## config.mk

```make
export PLATFORM = sky130hd
export DESIGN_NAME = charge_command_frame_builder_flat
export DESIGN_NICKNAME = d
export VERILOG_FILES = /design/src/design/ccfb_pkg.sv /design/src/design/ccfb_if.sv /design/src/design/ccfb_div.sv /design/src/design/ccfb_crc.sv /design/src/design/charge_command_frame_builder.sv /design/src/flat_wrapper.sv
export SDC_FILE = /design/constraint.sdc
export NUM_CORES = 1
export LEC_CHECK = 0
export ABC_AREA = 1
export CORE_ASPECT_RATIO = 0.8
export CORE_MARGIN = 2
export CORE_UTILIZATION = 58
export DETAILED_ROUTE_END_ITERATION = 8
export DONT_BUFFER_PORTS = 1
export PLACE_DENSITY = 0.81
export SYNTH_ARGS = -nofsm -noshare
export SYNTH_HDL_FRONTEND = slang
export SYNTH_SLANG_ARGS = --single-unit
```

## constraint.sdc

```tcl
create_clock -name i_clk -period 2.8 [get_ports i_clk]
set_clock_uncertainty 0.2 [all_clocks]
set_input_delay 0 -clock i_clk [delete_from_list [all_inputs] [get_ports i_clk]]
set_output_delay 0 -clock i_clk [all_outputs]
set_load 0.1 [all_outputs]
```

## src/design/ccfb_pkg.sv

```systemverilog
`default_nettype none

package ccfb_pkg;

    localparam int unsigned VOLT_IN_W  = 16;
    localparam int unsigned POWER_W    = 18;
    localparam int unsigned VOLT_W     = 13;
    localparam int unsigned CURR_W     = 13;
    localparam int unsigned DIVIDEND_W = 24;
    localparam int unsigned DIV_CNT_W  = 5;
    localparam int unsigned FRAME_DATA = 7;

    localparam logic [7:0]            CRC_POLY     = 8'h1D;
    localparam logic [7:0]            CRC_INIT     = 8'hFF;
    localparam logic [VOLT_W-1:0]     VOLT_MAX     = 13'h1FFF;
    localparam logic [VOLT_IN_W-1:0]  VOLT_MIN_DIV = 16'd10;
    localparam logic [CURR_W-1:0]     CURR_MAX     = 13'd7000;
    localparam logic [DIVIDEND_W-1:0] POWER_SCALE  = 24'd100;
    localparam logic [DIV_CNT_W-1:0]  DIV_LAST     = 5'(DIVIDEND_W - 1);

    // One byte through the CRC8 register, MSB first.
    function automatic logic [7:0] crc8_byte(input logic [7:0] crc, input logic [7:0] data);
        logic [7:0] c;
        c = crc ^ data;
        for (int k = 0; k < 8; k++) begin
            if (c[7]) begin
                c = {c[6:0], 1'b0} ^ CRC_POLY;
            end else begin
                c = {c[6:0], 1'b0};
            end
        end
        return c;
    endfunction

endpackage

`default_nettype wire

```

## src/design/ccfb_if.sv

```systemverilog
`default_nettype none

interface ccfb_in_if import ccfb_pkg::*; ();
    logic                        valid;
    logic                        ready;
    logic                        charge_mode;
    logic                        charge_enable;
    logic        [VOLT_IN_W-1:0] volt_setpoint_dv;
    logic signed [POWER_W-1:0]   power_setpoint_w;

    modport source (
        output valid, charge_mode, charge_enable, volt_setpoint_dv, power_setpoint_w,
        input  ready
    );
    modport sink (
        input  valid, charge_mode, charge_enable, volt_setpoint_dv, power_setpoint_w,
        output ready
    );
endinterface

interface ccfb_out_if;
    logic       valid;
    logic       ready;
    logic [7:0] byte_0;
    logic [7:0] byte_1;
    logic [7:0] byte_2;
    logic [7:0] byte_3;
    logic [7:0] byte_4;
    logic [7:0] byte_5;
    logic [7:0] byte_6;
    logic [7:0] byte_7;

    modport source (
        output valid, byte_0, byte_1, byte_2, byte_3, byte_4, byte_5, byte_6, byte_7,
        input  ready
    );
    modport sink (
        input  valid, byte_0, byte_1, byte_2, byte_3, byte_4, byte_5, byte_6, byte_7,
        output ready
    );
endinterface

`default_nettype wire

```

## src/design/ccfb_div.sv

```systemverilog
`default_nettype none

// Restoring divider, one quotient bit per cycle.
module ccfb_div import ccfb_pkg::*; (
    input  wire logic                  i_clk,
    input  wire logic                  i_rst_n,
    input  wire logic                  i_start,
    input  wire logic [DIVIDEND_W-1:0] i_dividend,
    input  wire logic [VOLT_IN_W-1:0]  i_divisor,
    output logic                       o_done,
    output logic      [DIVIDEND_W-1:0] o_quotient
);

    logic                  r_busy, n_busy;
    logic                  r_done, n_done;
    logic [DIV_CNT_W-1:0]  r_cnt,  n_cnt;
    logic [VOLT_IN_W-1:0]  r_rem,  n_rem;
    logic [DIVIDEND_W-1:0] r_quo,  n_quo;
    logic [VOLT_IN_W-1:0]  r_dvs,  n_dvs;
    logic [VOLT_IN_W:0]    trial;
    logic [VOLT_IN_W:0]    diff;

    always_comb begin
        trial  = {r_rem, r_quo[DIVIDEND_W-1]};
        diff   = trial - {1'b0, r_dvs};
        n_busy = r_busy;
        n_done = 1'b0;
        n_cnt  = r_cnt;
        n_rem  = r_rem;
        n_quo  = r_quo;
        n_dvs  = r_dvs;
        if (i_start) begin
            n_busy = 1'b1;
            n_cnt  = '0;
            n_rem  = '0;
            n_quo  = i_dividend;
            n_dvs  = i_divisor;
        end else if (r_busy) begin
            // keep the difference when the trial value covers the divisor
            if (!diff[VOLT_IN_W]) begin
                n_rem = diff[VOLT_IN_W-1:0];
                n_quo = {r_quo[DIVIDEND_W-2:0], 1'b1};
            end else begin
                n_rem = trial[VOLT_IN_W-1:0];
                n_quo = {r_quo[DIVIDEND_W-2:0], 1'b0};
            end
            n_cnt = r_cnt + 1'b1;
            if (r_cnt == DIV_LAST) begin
                n_busy = 1'b0;
                n_done = 1'b1;
            end
        end
    end

    always_ff @(posedge i_clk) begin
        if (!i_rst_n) begin
            r_busy <= 1'b0;
            r_done <= 1'b0;
            r_cnt  <= '0;
        end else begin
            r_busy <= n_busy;
            r_done <= n_done;
            r_cnt  <= n_cnt;
        end
        r_rem <= n_rem;
        r_quo <= n_quo;
        r_dvs <= n_dvs;
    end

    assign o_done     = r_done;
    assign o_quotient = r_quo;

endmodule

`default_nettype wire

```

## src/design/ccfb_crc.sv

```systemverilog
`default_nettype none

// CRC8 register, one byte folded in per step.
module ccfb_crc import ccfb_pkg::*; (
    input  wire logic       i_clk,
    input  wire logic       i_clear,
    input  wire logic       i_step,
    input  wire logic [7:0] i_byte,
    output logic      [7:0] o_crc
);

    logic [7:0] r_crc, n_crc;

    always_comb begin
        n_crc = r_crc;
        if (i_clear) begin
            n_crc = CRC_INIT;
        end else if (i_step) begin
            n_crc = crc8_byte(r_crc, i_byte);
        end
    end

    always_ff @(posedge i_clk) begin
        r_crc <= n_crc;
    end

    assign o_crc = ~r_crc;

endmodule

`default_nettype wire

```

## src/design/charge_command_frame_builder.sv

```systemverilog
// From an input transfer with charge mode set, the frame passes the divider steps, the done
//   flag, the pack state, the CRC steps over bytes 0 to 6 and the output load before output valid.
// No new item is taken until the frame is loaded into the output register, as the bit-serial
//   divider and byte-serial CRC hold the sequencer; a stalled output holds it longer.
// An item with charge mode clear is taken, gives no frame and leaves the sequencer idle.
// Reset (synchronous, active low) clears the rolling counter, the sequencer and output valid.
`default_nettype none

module charge_command_frame_builder import ccfb_pkg::*; (
    input  wire logic i_clk,
    input  wire logic i_rst_n,
    ccfb_in_if.sink   i_cmd,
    ccfb_out_if.source o_frame
);

    typedef enum logic [2:0] {
        S_IDLE,
        S_DIV,
        S_PACK,
        S_CRC,
        S_LOAD
    } t_state;

    t_state                r_state, n_state;
    logic                  r_en;
    logic [VOLT_W-1:0]     r_volt;
    logic                  r_neg;
    logic [3:0]            r_roll, n_roll;
    logic [2:0]            r_idx,  n_idx;
    logic [7:0]            r_frm [FRAME_DATA];
    logic                  r_out_valid, n_out_valid;
    logic [7:0]            r_out [8];

    logic                  in_xfer;
    logic                  div_start;
    logic                  div_done;
    logic [DIVIDEND_W-1:0] div_quo;
    logic [DIVIDEND_W-1:0] dividend;
    logic [VOLT_IN_W-1:0]  divisor;
    logic [CURR_W-1:0]     curr;
    logic [CURR_W-1:0]     code;
    logic                  crc_clear;
    logic                  crc_step;
    logic [7:0]            crc_byte;
    logic [7:0]            crc_val;
    logic                  out_free;

    // Accept only when the sequencer is free and out of reset.
    assign i_cmd.ready = (r_state == S_IDLE) && i_rst_n;
    assign in_xfer     = i_cmd.valid && i_cmd.ready;
    assign div_start   = in_xfer && i_cmd.charge_mode;

    // Scale the non-negative power by 100; a negative power is cut off at pack time.
    assign dividend = DIVIDEND_W'({1'b0, i_cmd.power_setpoint_w[POWER_W-2:0]}) * POWER_SCALE;
    assign divisor  = (i_cmd.volt_setpoint_dv < VOLT_MIN_DIV) ? VOLT_MIN_DIV
                                                              : i_cmd.volt_setpoint_dv;

    ccfb_div u_div (
        .i_clk      (i_clk),
        .i_rst_n    (i_rst_n),
        .i_start    (div_start),
        .i_dividend (dividend),
        .i_divisor  (divisor),
        .o_done     (div_done),
        .o_quotient (div_quo)
    );

    // Clamp the current request to its range, then code it as 7000 minus the request.
    always_comb begin
        if (r_neg) begin
            curr = '0;
        end else if (div_quo > DIVIDEND_W'(CURR_MAX)) begin
            curr = CURR_MAX;
        end else begin
            curr = div_quo[CURR_W-1:0];
        end
        code = CURR_MAX - curr;
    end

    // Feed bytes 0 through 6 into the CRC, one per cycle.
    assign crc_clear = (r_state == S_PACK);
    assign crc_step  = (r_state == S_CRC);
    assign crc_byte  = r_frm[r_idx];

    ccfb_crc u_crc (
        .i_clk   (i_clk),
        .i_clear (crc_clear),
        .i_step  (crc_step),
        .i_byte  (crc_byte),
        .o_crc   (crc_val)
    );

    // The output register frees up when empty or when its frame transfers this cycle.
    assign out_free = !r_out_valid || o_frame.ready;

    always_comb begin
        n_state     = r_state;
        n_roll      = r_roll;
        n_idx       = r_idx;
        n_out_valid = r_out_valid;
        if (r_out_valid && o_frame.ready) begin
            n_out_valid = 1'b0;
        end
        case (r_state)
            S_IDLE: begin
                // drop the item when charge mode is clear
                if (div_start) begin
                    n_state = S_DIV;
                end
            end
            S_DIV: begin
                if (div_done) begin
                    n_state = S_PACK;
                end
            end
            S_PACK: begin
                n_roll  = r_roll + 1'b1;
                n_idx   = '0;
                n_state = S_CRC;
            end
            S_CRC: begin
                n_idx = r_idx + 1'b1;
                if (r_idx == 3'(FRAME_DATA - 1)) begin
                    n_state = S_LOAD;
                end
            end
            S_LOAD: begin
                // hold until the output register can take the frame
                if (out_free) begin
                    n_out_valid = 1'b1;
                    n_state     = S_IDLE;
                end
            end
            default: begin
                n_state = S_IDLE;
            end
        endcase
    end

    always_ff @(posedge i_clk) begin
        if (!i_rst_n) begin
            r_state     <= S_IDLE;
            r_roll      <= '0;
            r_idx       <= '0;
            r_out_valid <= 1'b0;
        end else begin
            r_state     <= n_state;
            r_roll      <= n_roll;
            r_idx       <= n_idx;
            r_out_valid <= n_out_valid;
        end

        if (div_start) begin
            r_en   <= i_cmd.charge_enable;
            r_neg  <= i_cmd.power_setpoint_w[POWER_W-1];
            r_volt <= (i_cmd.volt_setpoint_dv > VOLT_IN_W'(VOLT_MAX))
                      ? VOLT_MAX : i_cmd.volt_setpoint_dv[VOLT_W-1:0];
        end

        // Pack the first seven bytes; the rolling count goes in before it advances.
        if (r_state == S_PACK) begin
            r_frm[0] <= {r_en, 7'd0};
            r_frm[1] <= {3'd0, r_volt[12:8]};
            r_frm[2] <= r_volt[7:0];
            r_frm[3] <= r_volt[12:5];
            r_frm[4] <= {r_volt[4:0], code[12:10]};
            r_frm[5] <= code[9:2];
            r_frm[6] <= {code[1:0], r_en, 1'b0, r_roll};
        end

        if (r_state == S_LOAD && out_free) begin
            for (int j = 0; j < FRAME_DATA; j++) begin
                r_out[j] <= r_frm[j];
            end
            r_out[7] <= crc_val;
        end
    end

    assign o_frame.valid  = r_out_valid;
    assign o_frame.byte_0 = r_out[0];
    assign o_frame.byte_1 = r_out[1];
    assign o_frame.byte_2 = r_out[2];
    assign o_frame.byte_3 = r_out[3];
    assign o_frame.byte_4 = r_out[4];
    assign o_frame.byte_5 = r_out[5];
    assign o_frame.byte_6 = r_out[6];
    assign o_frame.byte_7 = r_out[7];

endmodule

`default_nettype wire

```

## src/flat_wrapper.sv

```systemverilog
// flat-port wrapper written by rule: the top's interface ports become plain ports
module charge_command_frame_builder_flat import ccfb_pkg::*;
  (i_clk, i_rst_n, i_cmd_valid, i_cmd_charge_mode, i_cmd_charge_enable, i_cmd_volt_setpoint_dv, i_cmd_power_setpoint_w, i_cmd_ready, o_frame_valid, o_frame_byte_0, o_frame_byte_1, o_frame_byte_2, o_frame_byte_3, o_frame_byte_4, o_frame_byte_5, o_frame_byte_6, o_frame_byte_7, o_frame_ready);
  ccfb_in_if i_cmd_i ();
  ccfb_out_if o_frame_i ();
  input  wire logic i_clk;
  input  wire logic i_rst_n;
  input wire logic [$bits(i_cmd_i.valid)-1:0] i_cmd_valid;
  input wire logic [$bits(i_cmd_i.charge_mode)-1:0] i_cmd_charge_mode;
  input wire logic [$bits(i_cmd_i.charge_enable)-1:0] i_cmd_charge_enable;
  input wire logic [$bits(i_cmd_i.volt_setpoint_dv)-1:0] i_cmd_volt_setpoint_dv;
  input wire logic [$bits(i_cmd_i.power_setpoint_w)-1:0] i_cmd_power_setpoint_w;
  output wire logic [$bits(i_cmd_i.ready)-1:0] i_cmd_ready;
  output wire logic [$bits(o_frame_i.valid)-1:0] o_frame_valid;
  output wire logic [$bits(o_frame_i.byte_0)-1:0] o_frame_byte_0;
  output wire logic [$bits(o_frame_i.byte_1)-1:0] o_frame_byte_1;
  output wire logic [$bits(o_frame_i.byte_2)-1:0] o_frame_byte_2;
  output wire logic [$bits(o_frame_i.byte_3)-1:0] o_frame_byte_3;
  output wire logic [$bits(o_frame_i.byte_4)-1:0] o_frame_byte_4;
  output wire logic [$bits(o_frame_i.byte_5)-1:0] o_frame_byte_5;
  output wire logic [$bits(o_frame_i.byte_6)-1:0] o_frame_byte_6;
  output wire logic [$bits(o_frame_i.byte_7)-1:0] o_frame_byte_7;
  input wire logic [$bits(o_frame_i.ready)-1:0] o_frame_ready;
  assign i_cmd_i.valid = i_cmd_valid;
  assign i_cmd_i.charge_mode = i_cmd_charge_mode;
  assign i_cmd_i.charge_enable = i_cmd_charge_enable;
  assign i_cmd_i.volt_setpoint_dv = i_cmd_volt_setpoint_dv;
  assign i_cmd_i.power_setpoint_w = i_cmd_power_setpoint_w;
  assign i_cmd_ready = i_cmd_i.ready;
  assign o_frame_valid = o_frame_i.valid;
  assign o_frame_byte_0 = o_frame_i.byte_0;
  assign o_frame_byte_1 = o_frame_i.byte_1;
  assign o_frame_byte_2 = o_frame_i.byte_2;
  assign o_frame_byte_3 = o_frame_i.byte_3;
  assign o_frame_byte_4 = o_frame_i.byte_4;
  assign o_frame_byte_5 = o_frame_i.byte_5;
  assign o_frame_byte_6 = o_frame_i.byte_6;
  assign o_frame_byte_7 = o_frame_i.byte_7;
  assign o_frame_i.ready = o_frame_ready;
  charge_command_frame_builder u_core (.i_clk(i_clk), .i_rst_n(i_rst_n), .i_cmd(i_cmd_i), .o_frame(o_frame_i));
endmodule
```

==> impl_metrics.env <==
export IMPL_cts_clk_slew_worst_paths_ps=70
export IMPL_antenna_found_initial=0
export IMPL_drv_cap=0
export IMPL_slew_limit_headroom_pct=39.2
export IMPL_slew_viol_final=0
export IMPL_rsz0062_at_grt="yes"
export IMPL_p_per_area_nw_per_um2=894
export IMPL_power_leakage_nw=5.61
export IMPL_clockRootBuffer="clkbuf_16"
export IMPL_final_setup_worst_slack_ps=82.7
export IMPL_grt_max_degree=49
export IMPL_postPlaceCellArea_sq_um=11200
export IMPL_arrival_ps=2700
export IMPL_max_freq_mhz=368
export IMPL_grt_pass1_vias=7855
export IMPL_grtUsageMet1_pct=33.1
export IMPL_vias_per_cell=5.48
export IMPL_grt_pass1_wl_um=37700
export IMPL_ys_ff_latch=170
export IMPL_yosysSeqAreaShare_pct=44.8
export IMPL_nets=1415
export IMPL_timing_hold_ws_ps=21.6
export IMPL_yosysTopAreaCell="edfxtp_1"
export IMPL_syn_area_sq_um=10400
export IMPL_hold_path_class="in -> reg"
export IMPL_final_antenna_net_count=0
export IMPL_grt_overflow_total=0
export IMPL_wire_per_inst_um=15.6
export IMPL_synth_edf_count=123
export IMPL_cp_required_ps=2780
export IMPL_clockBufferDepth=2
export IMPL_synth_top_flop_cell="edfxtp_1"
export IMPL_met2_usage_pct=41.7
export IMPL_dieArea_sq_um=18900
export IMPL_numCtsBuffers=17
export IMPL_antennaDiodeCount=0
export IMPL_netlist_instances=1203
export IMPL_vias=8342
export IMPL_drt_total_wl_um=23800
export IMPL_critPathMaxFanout=15
export IMPL_cts_tree="yes"
export IMPL_clock_sinks=170
export IMPL_crit_path_start_kind="flip-flop"
export IMPL_finalNonFillerCells=1523
export IMPL_start_util_pct=59.4
export IMPL_ir_drop_v=0.000525
export IMPL_timing_final_crit_period_ps=2720
export IMPL_outcome="completed"
export IMPL_final_cell_area_sq_um=12300
export IMPL_synth_top_cell_area_share_pct=35.7
export IMPL_drc=0
export IMPL_drt_iter0_markers=850
export IMPL_drive_above_1_share_pct=14.6
export IMPL_firstDrtPassIters=9
export IMPL_grt_use_total_pct=25.1
export IMPL_grt_busiest_layer="met2"
export IMPL_insertion_delay_ps=430
export IMPL_syn_to_final_growth_pct=18.5
export IMPL_worstSetupPathType="reg -> reg"
export IMPL_rows=43
export IMPL_dp_hpwl_um=17200
export IMPL_die_w_um=153
export IMPL_syn_avg_cell_area_sq_um=8.61
export IMPL_io_buffer_count=0
export IMPL_yosys_warnings=0
export IMPL_yosys_top_cells_area="edfxtp_1, nand2_1, ha_1"
export IMPL_async_reset_ff_share_pct=0
export IMPL_finalSetupViolCount=0
export IMPL_worst_slew_pin_slew_ps=914
export IMPL_grt_use_met3_pct=5.78
export IMPL_dp_slack_ps=-215
export IMPL_min_period_over_period_pct=97.0
export IMPL_boundaryPins=106
export IMPL_core_area_sq_um=17400
export IMPL_endpoint_kind="flip-flop"
export IMPL_synth_distinct_cells=52
export IMPL_final_hold_viol_count=0
export IMPL_die_h_um=124
export IMPL_dp_cells=1452
export IMPL_h_tree_depth=4
export IMPL_globalplace_congestion=0.893
## power breakdown
group / switching (mW) / leakage [nW] / internal [mW] / total (mW)
clock network: 1.02 / 0.280 / 1.30 / 2.32
registers: 0.856 / 1.49 / 3.22 / 4.07
logic: 2.97 / 3.84 / 1.61 / 4.58
## layout make-up
cell class	count	area [sq um]
flip-flops and latches	170	4630
multi-input cells	796	4810
inverters	190	718
well taps	225	282
repair buffers	110	1240
clock inverters	10	76.3
clock buffers	22	507
fillers	1177	5170
## worst max-delay path: stages (launching register included)
cell,delay (ps)
edfxtp_1,420
nor2_1,110
nand2_1,100
nor2_4,150
inv_2,50
nor2_4,120
nand2_2,80
nand2_4,90
buf_12,140
nand3_1,90
ha_2,200
a21boi_4,140
or2_4,250
nand2_2,80
nand2_4,60
o21bai_1,140
nand2_1,70
## timing repair
item                                    CTS  global route
pin swaps                                 8            13
hold buffers                             33             0
hold endpoints to repair                 70             0
endpoints found under the setup margin   19            43
setup buffers                             5             1
resized for setup                         6            21
## placed cells by master, fill, tap and decap left out, drive strengths merged, types with 2 or more instances in the layout
cell type and n:
a211oi 5, a21boi 2, a21o 4, a21oi 63
a22oi 2, a31oi 3, buf 77, clkbuf 22
clkinv 3, clkinvlp 3, conb 11, dfxtp 47
dlygate4sd3 33, edfxtp 123, fa 13, ha 77
inv 194, nand2 317, nand3 74, nand4 10
nor2 74, nor3 13, o211ai 3, o21ai 63
o21bai 5, o22ai 9, o31ai 2, or2 7
xnor2 9, xor2 22
## logic make-up after synthesis
family	share of synthesized area (%)
flops	44.8
fa+ha+maj	11.8
xor+xnor	2.95
buf+inv	10.5
compound gates	9.10
simple gates	20.8
other cells	0.0362
## synthesized netlist by cell type (all sizes together), types with 9 or more instances
library cell	n
inv	190
xnor2	9
a21oi	63
dfxtp	47
fa	13
nand3	74
nand2	317
ha	77
o21ai	63
edfxtp	123
nor3	13
clkbuf	17
nor2	74
buf	40
xor2	22
o22ai	9
nand4	10
## layer usage
metal  share of wire, %  vias up
li1                   -     4072
met2                 47      349
met1                 43     3892
met3                8.6       29
met5                  0        -
met4                1.4        0
## stage by stage
step	power [mW]	TNS, ps	util, %
after detailed placement	8.50	-2730	64.3
final	11.0	0	70.4
after CTS	10.9	-43.8	69.9
after floorplan	7.33	0	-
after global routing	11.5	-101	70.4
after global placement	8.37	-1920	64.3
## state kept, by name, indices dropped and copies added, names as in the netlist, 3 cells and up, named ones only
signal,count
u_core.u_div.o_quotient,24
u_core.r_out,39
u_core.r_roll,4
u_core.u_div.r_cnt,5
u_core.u_div.r_rem,16
u_core.r_volt,13
u_core.r_state,3
u_core.u_div.r_dvs,16
u_core.u_crc.r_crc,8
u_core.r_idx,3
u_core.r_frm,31
## worst paths after layout
| kind | start | end | slack [ps] | cells after the start |
|---|---|---|---|---|
| min reg2reg | u_core.r_volt[0] | u_core.r_frm[2][0] | 220 | 0 |
| max | u_core.u_div.o_quotient[20] | u_core.r_frm[4][0] | 80 | 16 |
| max reg2reg | u_core.u_div.o_quotient[20] | u_core.r_frm[4][0] | 80 | 16 |
| min | i_cmd_power_setpoint_w[17] | u_core.r_neg | 20 | 1 |
No activity file was read; power rests on OpenSTA's default activity.
